<file path="src/rtl/core/htcc_pkg.sv">
// ----------------------------------------------------------------------------
// htcc_pkg
// Shared types, constants and checksum helpers for the humidity and
// temperature compensation block.
// ----------------------------------------------------------------------------
package htcc_pkg;

	localparam int FRACTION_BITS = 24;
	localparam int DIVISOR       = 100;

	localparam logic [7:0]  CRC_POLY       = 8'h31;
	localparam logic [7:0]  TEMP_CMD_RESET = 8'd3;
	localparam logic [7:0]  HUMI_CMD_RESET = 8'd5;

	localparam int          CFG_INDEX_W  = 2;
	localparam logic [1:0]  CFG_TEMP_CMD = 2'd0;
	localparam logic [1:0]  CFG_HUMI_CMD = 2'd1;

	localparam logic [16:0] TEMP_OFFSET = 17'd4000;
	localparam logic [15:0] DT_OFFSET   = 16'd6500;
	localparam logic [13:0] HUMI_MIN    = 14'd10;
	localparam logic [13:0] HUMI_MAX    = 14'd10000;

	typedef struct packed {
		logic [15:0] raw_temperature;
		logic [7:0]  temp_checksum;
		logic [15:0] raw_humidity;
		logic [7:0]  humi_checksum;
	} sample_t;

	typedef struct packed {
		logic signed [16:0] temperature_centi;
		logic [13:0]        humidity_centi;
		logic               temp_crc_ok;
		logic               humi_crc_ok;
	} result_t;

	function automatic logic [7:0] crc8_byte(input logic [7:0] crc, input logic [7:0] data);
		logic [7:0] c;
		c = crc ^ data;
		for (int k = 0; k < 8; k++) begin
			if (c[7]) begin
				c = {c[6:0], 1'b0} ^ CRC_POLY;
			end else begin
				c = {c[6:0], 1'b0};
			end
		end
		return c;
	endfunction

	function automatic logic [7:0] reverse8(input logic [7:0] v);
		logic [7:0] r;
		for (int k = 0; k < 8; k++) begin
			r[7 - k] = v[k];
		end
		return r;
	endfunction

endpackage

</file>
<file path="src/rtl/core/htcc_div100.sv">
// ----------------------------------------------------------------------------
// htcc_div100
// Pipelined restoring division of an unsigned word by the package divisor,
// up to eight quotient bits per stage, with a sideband word carried alongside.
// ----------------------------------------------------------------------------
module htcc_div100 #(
	parameter int WIDTH  = 43,
	parameter int SIDE_W = 8
) (
	input  logic              clk,
	input  logic              arst_n,
	input  logic              in_valid,
	output logic              in_ready,
	input  logic [WIDTH-1:0]  in_dividend,
	input  logic [SIDE_W-1:0] in_side,
	output logic              out_valid,
	input  logic              out_ready,
	output logic [WIDTH-1:0]  out_quotient,
	output logic [SIDE_W-1:0] out_side
);

	localparam int K     = (WIDTH + 7) / 8;
	localparam int REM_W = $clog2(htcc_pkg::DIVISOR);
	localparam logic [REM_W:0] DIV_V = (REM_W + 1)'(htcc_pkg::DIVISOR);

	logic [WIDTH-1:0]  work_s [K];
	logic [REM_W-1:0]  rem_s  [K];
	logic [SIDE_W-1:0] side_s [K];
	logic [K-1:0]      vld_s;
	logic [K-1:0]      adv;

	for (genvar k = 0; k < K; k++) begin : g_stage
		localparam int STEPS = (WIDTH - 8 * k < 8) ? (WIDTH - 8 * k) : 8;

		logic [WIDTH-1:0]  work_in;
		logic [REM_W-1:0]  rem_in;
		logic [SIDE_W-1:0] side_in;
		logic              vld_in;
		logic [WIDTH-1:0]  work_nx;
		logic [REM_W-1:0]  rem_nx;

		if (k == 0) begin : g_first
			assign work_in = in_dividend;
			assign rem_in  = '0;
			assign side_in = in_side;
			assign vld_in  = in_valid;
		end else begin : g_next
			assign work_in = work_s[k - 1];
			assign rem_in  = rem_s[k - 1];
			assign side_in = side_s[k - 1];
			assign vld_in  = vld_s[k - 1];
		end

		if (k == K - 1) begin : g_last
			assign adv[k] = !vld_s[k] || out_ready;
		end else begin : g_mid
			assign adv[k] = !vld_s[k] || adv[k + 1];
		end

		always_comb begin
			logic [WIDTH-1:0] w;
			logic [REM_W:0]   t;
			logic [REM_W-1:0] r;
			w = work_in;
			r = rem_in;
			for (int j = 0; j < STEPS; j++) begin
				t = {r, w[WIDTH-1]};
				w = {w[WIDTH-2:0], 1'b0};
				if (t >= DIV_V) begin
					t    = t - DIV_V;
					w[0] = 1'b1;
				end
				r = t[REM_W-1:0];
			end
			work_nx = w;
			rem_nx  = r;
		end

		always_ff @(posedge clk or negedge arst_n) begin
			if (!arst_n) begin
				vld_s[k] <= 1'b0;
			end else if (adv[k]) begin
				vld_s[k] <= vld_in;
			end
		end

		always_ff @(posedge clk) begin
			if (adv[k]) begin
				work_s[k] <= work_nx;
				rem_s[k]  <= rem_nx;
				side_s[k] <= side_in;
			end
		end
	end

	assign in_ready     = adv[0];
	assign out_valid    = vld_s[K-1];
	assign out_quotient = work_s[K-1];
	assign out_side     = side_s[K-1];

endmodule

</file>
<file path="src/rtl/core/humidity_temp_compensate_check_top.sv">
// ----------------------------------------------------------------------------
// humidity_temp_compensate_check_top
// Temperature offset, compensated humidity with clamping, and CRC-8 checks
// of the raw temperature and humidity words.
// ----------------------------------------------------------------------------
//  channel  direction  handshake                 payload
//  sample   in         sample_valid/sample_stall sample_t
//  result   out        result_valid/result_stall result_t
//  cfg      in         cfg_valid/cfg_ready       cfg_index, cfg_data
//
//  One request enters per cycle while sample_stall is low; the path runs through
//  stages 1 to 3, the pipelined divide by 100, and stages 4 to 6.
//  Every stage holds on stall and advances into an empty slot, so bubbles fill.
//  Reset clears the valid bits and loads the command codes 3 and 5.
//  cfg_ready is always high.
// ----------------------------------------------------------------------------
module humidity_temp_compensate_check_top #(
	parameter int FRACTION_BITS = htcc_pkg::FRACTION_BITS
) (
	input  logic                             clk,
	input  logic                             arst_n,
	input  logic                             sample_valid,
	output logic                             sample_stall,
	input  htcc_pkg::sample_t                sample,
	output logic                             result_valid,
	input  logic                             result_stall,
	output htcc_pkg::result_t                result,
	input  logic                             cfg_valid,
	output logic                             cfg_ready,
	input  logic [htcc_pkg::CFG_INDEX_W-1:0] cfg_index,
	input  logic [7:0]                       cfg_data
);

	localparam int F     = FRACTION_BITS;
	localparam int C2W   = F - 4;
	localparam int T1W   = F - 6;
	localparam int T2W   = F - 13;
	localparam int C3W   = F - 14;
	localparam int C2RHW = F + 12;
	localparam int CFW   = F + 3;
	localparam int C3RHW = F + 18;
	localparam int PW    = F + 19;
	localparam int SW    = F + 18;
	localparam int XW    = SW + 7;
	localparam int HW    = XW - F;
	localparam int SIDE_W = SW + 20;

	localparam logic [C2W-1:0] C2_Q   = C2W'((64'd405 << F) / 64'd10000);
	localparam logic [C3W-1:0] C3_Q   = C3W'((64'd28 << F) / 64'd10000000);
	localparam logic [T1W-1:0] T1_Q   = T1W'((64'd1 << F) / 64'd100);
	localparam logic [T2W-1:0] T2_Q   = T2W'((64'd8 << F) / 64'd100000);
	localparam logic [SW-1:0]  C1_MAG = SW'(64'd4 << F);

	logic [7:0] temp_cmd_q;
	logic [7:0] humi_cmd_q;

	assign cfg_ready = 1'b1;

	always_ff @(posedge clk or negedge arst_n) begin
		if (!arst_n) begin
			temp_cmd_q <= htcc_pkg::TEMP_CMD_RESET;
			humi_cmd_q <= htcc_pkg::HUMI_CMD_RESET;
		end else if (cfg_valid) begin
			unique case (cfg_index)
				htcc_pkg::CFG_TEMP_CMD: temp_cmd_q <= cfg_data;
				htcc_pkg::CFG_HUMI_CMD: humi_cmd_q <= cfg_data;
				default: ;
			endcase
		end
	end

	logic v_s1, v_s2, v_s3, v_s4, v_s5, v_s6;
	logic en_s1, en_s2, en_s3, en_s4, en_s5, en_s6;
	logic div_in_ready;
	logic div_out_valid;
	logic [PW-1:0]     div_q;
	logic [SIDE_W-1:0] div_side_in;
	logic [SIDE_W-1:0] div_side_out;

	assign en_s6 = !v_s6 || !result_stall;
	assign en_s5 = !v_s5 || en_s6;
	assign en_s4 = !v_s4 || en_s5;
	assign en_s3 = !v_s3 || div_in_ready;
	assign en_s2 = !v_s2 || en_s3;
	assign en_s1 = !v_s1 || en_s2;
	assign sample_stall = !en_s1;

	// stage 1: raw products, offsets, command byte into the CRCs
	logic [31:0]        rh2_s1;
	logic [C2RHW-1:0]   c2rh_s1;
	logic [CFW-1:0]     t2rh_s1;
	logic [15:0]        absdt_s1;
	logic               dtneg_s1;
	logic signed [16:0] temp_s1;
	logic [7:0]         tcrc_s1, hcrc_s1;
	logic [7:0]         traw_lo_s1, traw_hi_s1, hraw_lo_s1, hraw_hi_s1;
	logic [7:0]         tsum_s1, hsum_s1;

	always_ff @(posedge clk) begin
		if (en_s1) begin
			rh2_s1     <= 32'(sample.raw_humidity) * 32'(sample.raw_humidity);
			c2rh_s1    <= C2RHW'(C2_Q) * C2RHW'(sample.raw_humidity);
			t2rh_s1    <= CFW'(T2_Q) * CFW'(sample.raw_humidity);
			dtneg_s1   <= sample.raw_temperature < htcc_pkg::DT_OFFSET;
			absdt_s1   <= (sample.raw_temperature < htcc_pkg::DT_OFFSET)
				? htcc_pkg::DT_OFFSET - sample.raw_temperature
				: sample.raw_temperature - htcc_pkg::DT_OFFSET;
			temp_s1    <= $signed({1'b0, sample.raw_temperature} - htcc_pkg::TEMP_OFFSET);
			tcrc_s1    <= htcc_pkg::crc8_byte(8'h00, temp_cmd_q);
			hcrc_s1    <= htcc_pkg::crc8_byte(8'h00, humi_cmd_q);
			traw_hi_s1 <= sample.raw_temperature[15:8];
			traw_lo_s1 <= sample.raw_temperature[7:0];
			hraw_hi_s1 <= sample.raw_humidity[15:8];
			hraw_lo_s1 <= sample.raw_humidity[7:0];
			tsum_s1    <= sample.temp_checksum;
			hsum_s1    <= sample.humi_checksum;
		end
	end

	// stage 2: quadratic term, correction coefficient, high bytes
	logic [C3RHW-1:0]   c3rh2_s2;
	logic [CFW-1:0]     coef_s2;
	logic [SW-1:0]      lin_s2;
	logic [15:0]        absdt_s2;
	logic               dtneg_s2;
	logic signed [16:0] temp_s2;
	logic [7:0]         tcrc_s2, hcrc_s2, traw_lo_s2, hraw_lo_s2, tsum_s2, hsum_s2;

	always_ff @(posedge clk) begin
		if (en_s2) begin
			c3rh2_s2   <= C3RHW'(C3_Q) * C3RHW'(rh2_s1);
			coef_s2    <= CFW'(T1_Q) + t2rh_s1;
			lin_s2     <= SW'(c2rh_s1) - C1_MAG;
			absdt_s2   <= absdt_s1;
			dtneg_s2   <= dtneg_s1;
			temp_s2    <= temp_s1;
			tcrc_s2    <= htcc_pkg::crc8_byte(tcrc_s1, traw_hi_s1);
			hcrc_s2    <= htcc_pkg::crc8_byte(hcrc_s1, hraw_hi_s1);
			traw_lo_s2 <= traw_lo_s1;
			hraw_lo_s2 <= hraw_lo_s1;
			tsum_s2    <= tsum_s1;
			hsum_s2    <= hsum_s1;
		end
	end

	// stage 3: correction product, linear sum, low bytes
	logic [PW-1:0]      prod_s3;
	logic [SW-1:0]      lin_s3;
	logic               dtneg_s3;
	logic signed [16:0] temp_s3;
	logic [7:0]         tcrc_s3, hcrc_s3, tsum_s3, hsum_s3;

	always_ff @(posedge clk) begin
		if (en_s3) begin
			prod_s3  <= PW'(coef_s2) * PW'(absdt_s2);
			lin_s3   <= lin_s2 - SW'(c3rh2_s2);
			dtneg_s3 <= dtneg_s2;
			temp_s3  <= temp_s2;
			tcrc_s3  <= htcc_pkg::crc8_byte(tcrc_s2, traw_lo_s2);
			hcrc_s3  <= htcc_pkg::crc8_byte(hcrc_s2, hraw_lo_s2);
			tsum_s3  <= tsum_s2;
			hsum_s3  <= hsum_s2;
		end
	end

	assign div_side_in = {
		temp_s3,
		htcc_pkg::reverse8(tcrc_s3) == tsum_s3,
		htcc_pkg::reverse8(hcrc_s3) == hsum_s3,
		dtneg_s3,
		lin_s3
	};

	htcc_div100 #(
		.WIDTH  (PW),
		.SIDE_W (SIDE_W)
	) u_div (
		.clk          (clk),
		.arst_n       (arst_n),
		.in_valid     (v_s3),
		.in_ready     (div_in_ready),
		.in_dividend  (prod_s3),
		.in_side      (div_side_in),
		.out_valid    (div_out_valid),
		.out_ready    (en_s4),
		.out_quotient (div_q),
		.out_side     (div_side_out)
	);

	// stage 4: signed correction added to the linear term
	logic [SW-1:0] q_mag;
	logic [SW-1:0] corr;

	assign q_mag = SW'(div_q);
	assign corr  = div_side_out[SW] ? (SW'(0) - q_mag) : q_mag;

	logic signed [SW-1:0] total_s4;
	logic signed [16:0]   temp_s4;
	logic                 tok_s4, hok_s4;

	always_ff @(posedge clk) begin
		if (en_s4) begin
			total_s4 <= $signed(div_side_out[SW-1:0] + corr);
			temp_s4  <= $signed(div_side_out[SW+19:SW+3]);
			tok_s4   <= div_side_out[SW+2];
			hok_s4   <= div_side_out[SW+1];
		end
	end

	// stage 5: scale to hundredths
	logic signed [XW-1:0] total_ext;
	assign total_ext = XW'(total_s4);

	logic signed [XW-1:0] x100_s5;
	logic signed [16:0]   temp_s5;
	logic                 tok_s5, hok_s5;

	always_ff @(posedge clk) begin
		if (en_s5) begin
			x100_s5 <= (total_ext <<< 6) + (total_ext <<< 5) + (total_ext <<< 2);
			temp_s5 <= temp_s4;
			tok_s5  <= tok_s4;
			hok_s5  <= hok_s4;
		end
	end

	// stage 6: drop fraction, clamp, output register
	logic [HW-1:0] whole;
	logic [13:0]   humi_clamped;

	assign whole = x100_s5[XW-1:F];

	always_comb begin
		if (x100_s5[XW-1] || whole < HW'(htcc_pkg::HUMI_MIN)) begin
			humi_clamped = htcc_pkg::HUMI_MIN;
		end else if (whole > HW'(htcc_pkg::HUMI_MAX)) begin
			humi_clamped = htcc_pkg::HUMI_MAX;
		end else begin
			humi_clamped = whole[13:0];
		end
	end

	htcc_pkg::result_t res_s6;

	always_ff @(posedge clk) begin
		if (en_s6) begin
			res_s6.temperature_centi <= temp_s5;
			res_s6.humidity_centi    <= humi_clamped;
			res_s6.temp_crc_ok       <= tok_s5;
			res_s6.humi_crc_ok       <= hok_s5;
		end
	end

	always_ff @(posedge clk or negedge arst_n) begin
		if (!arst_n) begin
			v_s1 <= 1'b0;
			v_s2 <= 1'b0;
			v_s3 <= 1'b0;
			v_s4 <= 1'b0;
			v_s5 <= 1'b0;
			v_s6 <= 1'b0;
		end else begin
			if (en_s1) v_s1 <= sample_valid;
			if (en_s2) v_s2 <= v_s1;
			if (en_s3) v_s3 <= v_s2;
			if (en_s4) v_s4 <= div_out_valid;
			if (en_s5) v_s5 <= v_s4;
			if (en_s6) v_s6 <= v_s5;
		end
	end

	assign result_valid = v_s6;
	assign result       = res_s6;

endmodule

</file>
<file path="config.mk">
export PLATFORM = sky130hd
export DESIGN_NAME = humidity_temp_compensate_check_top
export DESIGN_NICKNAME = d
export VERILOG_FILES = /design/src/rtl/core/htcc_pkg.sv /design/src/rtl/core/htcc_div100.sv /design/src/rtl/core/humidity_temp_compensate_check_top.sv
export SDC_FILE = /design/constraint.sdc
export NUM_CORES = 2
export LEC_CHECK = 0
export ABC_AREA = 1
export ABC_CLOCK_PERIOD_IN_PS = 30800
export BUFFER_PORTS_ARGS = -buffer_cell sky130_fd_sc_hd__buf_2
export CAP_MARGIN = 20
export CORE_MARGIN = 2
export CORE_UTILIZATION = 50
export CTS_CLUSTER_SIZE = 30
export DETAILED_ROUTE_END_ITERATION = 7
export PLACE_DENSITY = 0.62
export SYNTH_ARGS = -nofsm -noshare
export SYNTH_HDL_FRONTEND = slang
export SYNTH_SLANG_ARGS = --single-unit
</file>
<file path="constraint.sdc">
create_clock -name clk -period 30.8 [get_ports clk]
set_clock_uncertainty 0.05 [all_clocks]
set_input_delay 1.54 -clock clk [delete_from_list [all_inputs] [get_ports clk]]
set_output_delay 1.54 -clock clk [all_outputs]
set_load 0.01 [all_outputs]
</file>
# After elaboration in Yosys (flattened, before gate mapping)
# Memory sizes are Yosys's and may differ from the RTL's.
# Index checks and enable logic that the tools add are counted.
# totals
reg_bits	705
input_bits	63
ramBits	672
output_inout_bits	36
mem_count	3
elab_cells	451
# mem_list
memory	words	width	read_ports	rd_clocked_by_memory_dff	wr	line_no	rtl
u_div.side_s	6	62	6	0	6	htcc_div100.sv:28	logic [SIDE_W-1:0] side_s [K];
u_div.work_s	6	43	6	0	6	htcc_div100.sv:26	logic [WIDTH-1:0] work_s [K];
u_div.rem_s	6	7	5	0	6	htcc_div100.sv:27	logic [REM_W-1:0] rem_s [K];
# op_classes
n_reduce_logical	31
order_cmp	46
mul	5
addsub	53
n_eq_ne	3
bitwise	52
n_mux	191
# ops
op	n
$ge 8x7->1 const B	42
$mux 8	42
$mux 7	43
$sub 7x7->7 const B	42
$mux 6	48
$not 3->3	48
$mux 1	55
$add 48x47->49	1
$add 49x44->49	1
$mul 27x16->43	1
$add 42x42->42	1
$mux 42	1
$sub 1x42->42 const A	1
$sub 42x38->42	1
$mul 5x32->37 const A	1
$sub 36x27->37 const B	1
$mul 20x16->36 const A	1
$mul 16x16->32	1
$xor 8x8->8	4
$add 18x27->27 const A	1
$mul 10x16->26 const A	1
$gt 25x14->1 const B	1
$lt 25x4->1 const B	1
$sub 16x12->17 const B	1
other kinds (14)	41

# Depth between registers and ports, before layout
# logic_depth
ltp_word	34
ltp_mapped	65
mapped_depth_nobuf	65

# By module
# Synthesis repeated with hierarchy kept, for this count alone.
# unflattened
cells_unflattened	10046
hier_area_um2	96216.0
# by_module_without_submodules
module	cells_each	instances	seq_area_each_um2	area_per_inst_um2
humidity_temp_compensate_check_top	7755	1	19293.5	67985.2
htcc_div100	2291	1	18888.1	28230.8

# Worst setup path before layout
# No wires, ideal clock.
# synth_timing
kind	input port to flip-flop
startpoint	in result_stall
endpoint	reg absdt_s1[0] (enable)
path_buffers	0
arrival_time_ns	28.337
setup_time_ns	0.529
path_slack_ns	1.884
cell_stages	23
required_time_ns	30.221
cell_sequence	nand2_1 > nor2_1 > inv_1 > nor2_1 > inv_1 > nor2_1 > inv_1 > nor2_1 > inv_1 > nor2_1 > inv_1 > nor2_1 > inv_1 > nor2_1 > inv_1 > nor2_1 > inv_1 > nor2_1 > inv_1 > nor2_1 > inv_1 > nor2_1 > inv_1
# synth_between
elab_chain_len	13
# synth_rtl
element	line_no	rtl
start: declaration	humidity_temp_compensate_check_top.sv:26	input logic result_stall,
$logic_not 1->1	humidity_temp_compensate_check_top.sv:80	assign en_s6 = !v_s6 || !result_stall;
$logic_or 1x1->1	humidity_temp_compensate_check_top.sv:80	
$logic_or 1x1->1	humidity_temp_compensate_check_top.sv:81	assign en_s5 = !v_s5 || en_s6;
named net en_s5	humidity_temp_compensate_check_top.sv:73	logic en_s1, en_s2, en_s3, en_s4, en_s5, en_s6;
$logic_or 1x1->1	humidity_temp_compensate_check_top.sv:82	assign en_s4 = !v_s4 || en_s5;
named net en_s4	humidity_temp_compensate_check_top.sv:73	
$logic_or 1x1->1	htcc_div100.sv:55	assign adv[k] = !vld_s[k] || out_ready;
named net u_div.adv[5]	htcc_div100.sv:30	logic [K-1:0] adv;
(+1 left out)	--	
named net u_div.adv[4]	htcc_div100.sv:30	
(+1 left out)	--	
named net u_div.adv[3]	htcc_div100.sv:30	
(+1 left out)	--	
named net u_div.adv[2]	htcc_div100.sv:30	
(+1 left out)	--	
named net u_div.adv[1]	htcc_div100.sv:30	
$logic_or 1x1->1	htcc_div100.sv:57	assign adv[k] = !vld_s[k] || adv[k + 1];
named net div_in_ready	humidity_temp_compensate_check_top.sv:74	logic div_in_ready;
$logic_or 1x1->1	humidity_temp_compensate_check_top.sv:83	assign en_s3 = !v_s3 || div_in_ready;
named net en_s3	humidity_temp_compensate_check_top.sv:73	
$logic_or 1x1->1	humidity_temp_compensate_check_top.sv:84	assign en_s2 = !v_s2 || en_s3;
named net en_s2	humidity_temp_compensate_check_top.sv:73	
$logic_or 1x1->1	humidity_temp_compensate_check_top.sv:85	assign en_s1 = !v_s1 || en_s2;
end signal: assignment	humidity_temp_compensate_check_top.sv:105	absdt_s1 <= (sample.raw_temperature < htcc_pkg::DT_OFFSET)
end: declaration	humidity_temp_compensate_check_top.sv:92	logic [15:0] absdt_s1;
# The timed path passes the listed nets, and every way through them passes these cells.
# A chain may end at the register's enable or synchronous reset.

# Worst setup path after layout
# layout_timing
startpoint	in result_stall
endpoint	reg t2rh_s1[20] (enable)
# layout_between
elab_chain_len	13
# layout_rtl
element	line_no	rtl
$logic_not 1->1	humidity_temp_compensate_check_top.sv:80	
$logic_or 1x1->1	humidity_temp_compensate_check_top.sv:80	
named net en_s6	humidity_temp_compensate_check_top.sv:73	
$logic_or 1x1->1	humidity_temp_compensate_check_top.sv:81	
named net en_s5	humidity_temp_compensate_check_top.sv:73	
$logic_or 1x1->1	humidity_temp_compensate_check_top.sv:82	
named net en_s4	humidity_temp_compensate_check_top.sv:73	
$logic_or 1x1->1	htcc_div100.sv:55	
named net u_div.adv[5]	htcc_div100.sv:30	
(+1 left out)	--	
named net u_div.adv[4]	htcc_div100.sv:30	
(+1 left out)	--	
named net u_div.adv[3]	htcc_div100.sv:30	
(+1 left out)	--	
named net u_div.adv[2]	htcc_div100.sv:30	
(+1 left out)	--	
named net u_div.adv[1]	htcc_div100.sv:30	
$logic_or 1x1->1	htcc_div100.sv:57	
named net div_in_ready	humidity_temp_compensate_check_top.sv:74	
$logic_or 1x1->1	humidity_temp_compensate_check_top.sv:83	
named net en_s3	humidity_temp_compensate_check_top.sv:73	
$logic_or 1x1->1	humidity_temp_compensate_check_top.sv:84	
named net en_s2	humidity_temp_compensate_check_top.sv:73	
$logic_or 1x1->1	humidity_temp_compensate_check_top.sv:85	
end signal: assignment	humidity_temp_compensate_check_top.sv:103	t2rh_s1 <= CFW'(T2_Q) * CFW'(sample.raw_humidity);
end: declaration	humidity_temp_compensate_check_top.sv:91	logic [CFW-1:0] t2rh_s1;
# The timed path passes the listed nets, and every way through them passes these cells.

==> flow_metrics.py <==
metrics = {
    "status": {
        "outcome": "finished clean",
    },
    "die": {
        "start_util_pct": 50.2,
        "ios": 99,
        "coreArea_sq_um": 174000,
        "dieHeight_um": 422,
        "die-area_sq_um": 178000,
        "die_w_um": 422,
        "rows": 153,
    },
    "logic_synthesis": {
        "synth_edf_count": 1248,
        "synth_seq_area_share_pct": 43.8,
        "yosysUniqueCellTypes": 66,
        "async_flop_share_pct": 2.19,
        "postSynthCellCount": 7895,
        "synth_ff_type": "edfxtp_1",
        "yosys_warnings": 0,
        "syn_area_sq_um": 87200,
        "avgSynthCellArea_sq_um": 11.0,
        "ys_seq_elements": 1276,
        "synth_fp_nets": 9400,
    },
    "cts": {
        "cts_tree": "yes",
        "cts_buffers": 136,
        "cts.sinks": 1276,
        "cts_resized": 0,
        "htree_levels": 4,
        "cts_root_buf": "clkbuf_16",
        "path_clk_slew_ns": 0.06,
        "clock_latency_ns": 0.78,
        "post_cts_buffers": 0,
        "cts_hold_buf": 0,
        "cts_buffer_depth": 3,
    },
    "sta": {
        "finalSetupViolations": 0,
        "finalCritPeriodShare_pct": 33.4,
        "clock.fmax_mhz": 97.3,
        "relSlewSlack_pct": 33.4,
        "period_needed_ns": 10.28,
        "hold_violations": 0,
        "rsz0062_at_grt": "false",
        "fin_setup_tns_ns": 0,
        "final-max-slew-violation-count": 0,
        "worstMarginPinSlew_ns": 0.999,
    },
    "detailed_routing": {
        "remaining_drc_errors": 0,
        "dr_total_vias": 52968,
        "avgViaCountPerCell": 5.05,
        "drt-wirelength-per-cell_um": 17.4,
        "final_antenna_net_count": 0,
        "wl_mm": 182,
        "firstDrtPassIters": 6,
        "drt_iter0_markers": 2848,
    },
    "critical_path": {
        "critPathArrivalTime_ns": 10.62,
        "worstReg2RegEnd": "t2rh_s1[20]$_DFFE_PN_",
        "critPathLaunchType": "primary input",
        "timing.rr.start": "result_valid$_DFFE_PN0P_",
        "criticalPathCategory": "primary input to register",
        "rrSetupSlack_ns": 21.04,
        "r2r_cells": 27,
        "worstPathMaxFanout": 67,
        "endpoint_kind": "register",
        "cp_data_required_time_ns": 31.14,
    },
    "final_layout": {
        "fillCellCount": 14766,
        "nNetsFinal": 9550,
        "multiInputGateArea_sq_um": 42500,
        "drive_above_1_share_pct": 8.36,
        "seqCellArea_sq_um": 38200,
        "syn_to_final_growth_pct": 9.09,
    },
    "global_routing": {
        "grt_pass1_vias": 54731,
        "track_usage_pct": 21.0,
        "grt_antenna_before_repair": 4,
        "grt_pass1_wl_mm": 295,
        "grt_max_degree": 77,
        "overflow": 0,
    },
    "min_path": {
        "hold_depth": 0,
        "hp-class": "register to register",
        "min_from": "u_div.side_s[0][61]$_DFFE_PP_",
        "min_to": "u_div.side_s[1][61]$_DFFE_PP_",
    },
    "placement": {
        "gp_congestion": 0.893,
        "place_hpwl_mm": 140,
        "port_buffers": 97,
    },
    "job": {
        "cap_viol_max_count": 0,
    },
}
==> layer usage <==
| metal | GRT usage [%] | share of wire, % |
|---|---|---|
| met4 | 7.20 | 3.2 |
| met5 | 0 | 0 |
| met3 | 3.10 | 4.7 |
| met1 | 28.1 | 44 |
| met2 | 35.2 | 48 |
==> cell usage in the layout (no fill, tap or decap), types with 141 or more instances in the layout <==
cell type and instances:
nand3_1 335, xor2_1 325, o21ai_0 158, xnor2_1 186, clkbuf_16 141, nand2_1 1320
fa_1 757, nor2_1 270, edfxtp_1 1248, inv_1 1547, ha_1 685, a21oi_1 315
==> flip-flops by register name, indices dropped and copies added, names as in the netlist, 16 cells and up <==
register and flops:
rh2_s1 31, u_div.side_s 372, prod_s3 42, lin_s2 37
c3rh2_s2 35, x100_s5 25, temp_s2 16, temp_s3 17
absdt_s2 16, temp_s4 17, total_s4 42, u_div.rem_s 35
temp_s5 17, absdt_s1 16, result 33, coef_s2 25
lin_s3 42, temp_s1 16, u_div.work_s 217, c2rh_s1 35
t2rh_s1 25
==> Yosys cell counts (29+ instances only) <==
cell type     n  area, sq um
clkbuf_1    128          480
a21oi_1     315         1580
o21ai_0     158          791
xor2_1      325         2850
o21bai_1     29          218
fa_1        757        15200
nand3_2      33          330
edfxtp_1   1248        37500
nand2_4      44          495
nand4_1      52          325
ha_1        685         8570
nand2_2     129          807
inv_1      1558         5850
nand3_1     335         1680
nand2_1    1320         4950
nor3_1       38          190
xnor2_1     186         1630
nor2_1      270         1010
==> final cells by class <==
type | count | area share (%)
antenna | 1 | 0.00263
sequential | 1276 | 40.2
multi-input combinational | 4897 | 44.7
tap | 2325 | 3.06
clock buffer | 168 | 3.85
clock inverter | 82 | 1.04
inverter | 1590 | 6.31
timing repair buffer | 144 | 0.882
==> how the worst max path moves through the flow <==
stage	depth (start not counted)	startpoint	end	slack, ns
6_report	28	result_stall	t2rh_s1[20]$_DFFE_PN_	20.52
2_1_floorplan	23	result_stall	absdt_s1[0]$_DFFE_PN_	1.88
3_3_place_gp	28	result_stall	t2rh_s1[18]$_DFFE_PN_	19.51
5_1_grt	28	result_stall	t2rh_s1[21]$_DFFE_PN_	19.41
4_1_cts	28	result_stall	t2rh_s1[20]$_DFFE_PN_	20.33
3_5_place_dp	28	result_stall	t2rh_s1[19]$_DFFE_PN_	19.48
==> cell families (layout without fill, tap and decap cells) <==
| group | after synthesis | count (layout) | share of synthesized area, % |
|---|---|---|---|
| compound gates | 621 | 621 | 4.00 |
| xor+xnor | 515 | 515 | 5.25 |
| fa+ha+maj | 1442 | 1442 | 27.2 |
| buf+inv | 1722 | 1984 | 7.43 |
| flops | 1276 | 1276 | 43.8 |
| mux | 1 | 1 | 0.0115 |
| other cells | 1 | 2 | 0.00430 |
| simple gates | 2317 | 2317 | 12.3 |
==> worst max-delay path, cell delays in order <==
cell,delay (ns)
buf_2,0.10
nand2_1,0.06
buf_4,0.37
nor2_1,0.09
inv_2,0.66
nor2_1,0.11
inv_2,0.07
buf_4,0.57
nor2_1,0.16
inv_4,0.37
nor2_1,0.13
inv_4,0.35
nor2_1,0.13
inv_4,0.39
nor2_1,0.14
inv_4,0.51
nor2_1,0.16
inv_4,0.53
nor2_1,0.16
inv_4,0.52
nor2_1,0.19
inv_6,0.27
nor2_1,0.14
inv_6,0.40
nor2_1,0.18
clkinv_4,0.38
buf_4,0.77
buf_4,0.87
==> stage by stage <==
stage          setup WS, ns  cells  utilization [%]  area (sq um)  hold WS (ns)
2_1_floorplan          1.88   7895                -         87200         0.350
3_3_place_gp          19.51  10232             52.1         90400         0.351
3_5_place_dp          19.48  10232             52.1         90400         0.355
4_1_cts               20.33  10482             54.8         95100         0.346
5_1_grt               19.41  10483             54.8         95100         0.352
6_report              20.52  10483             54.8         95100         0.352
Power is not shown: default switching activity piles up to over one toggle a cycle in this logic, so the estimate is an artifact.
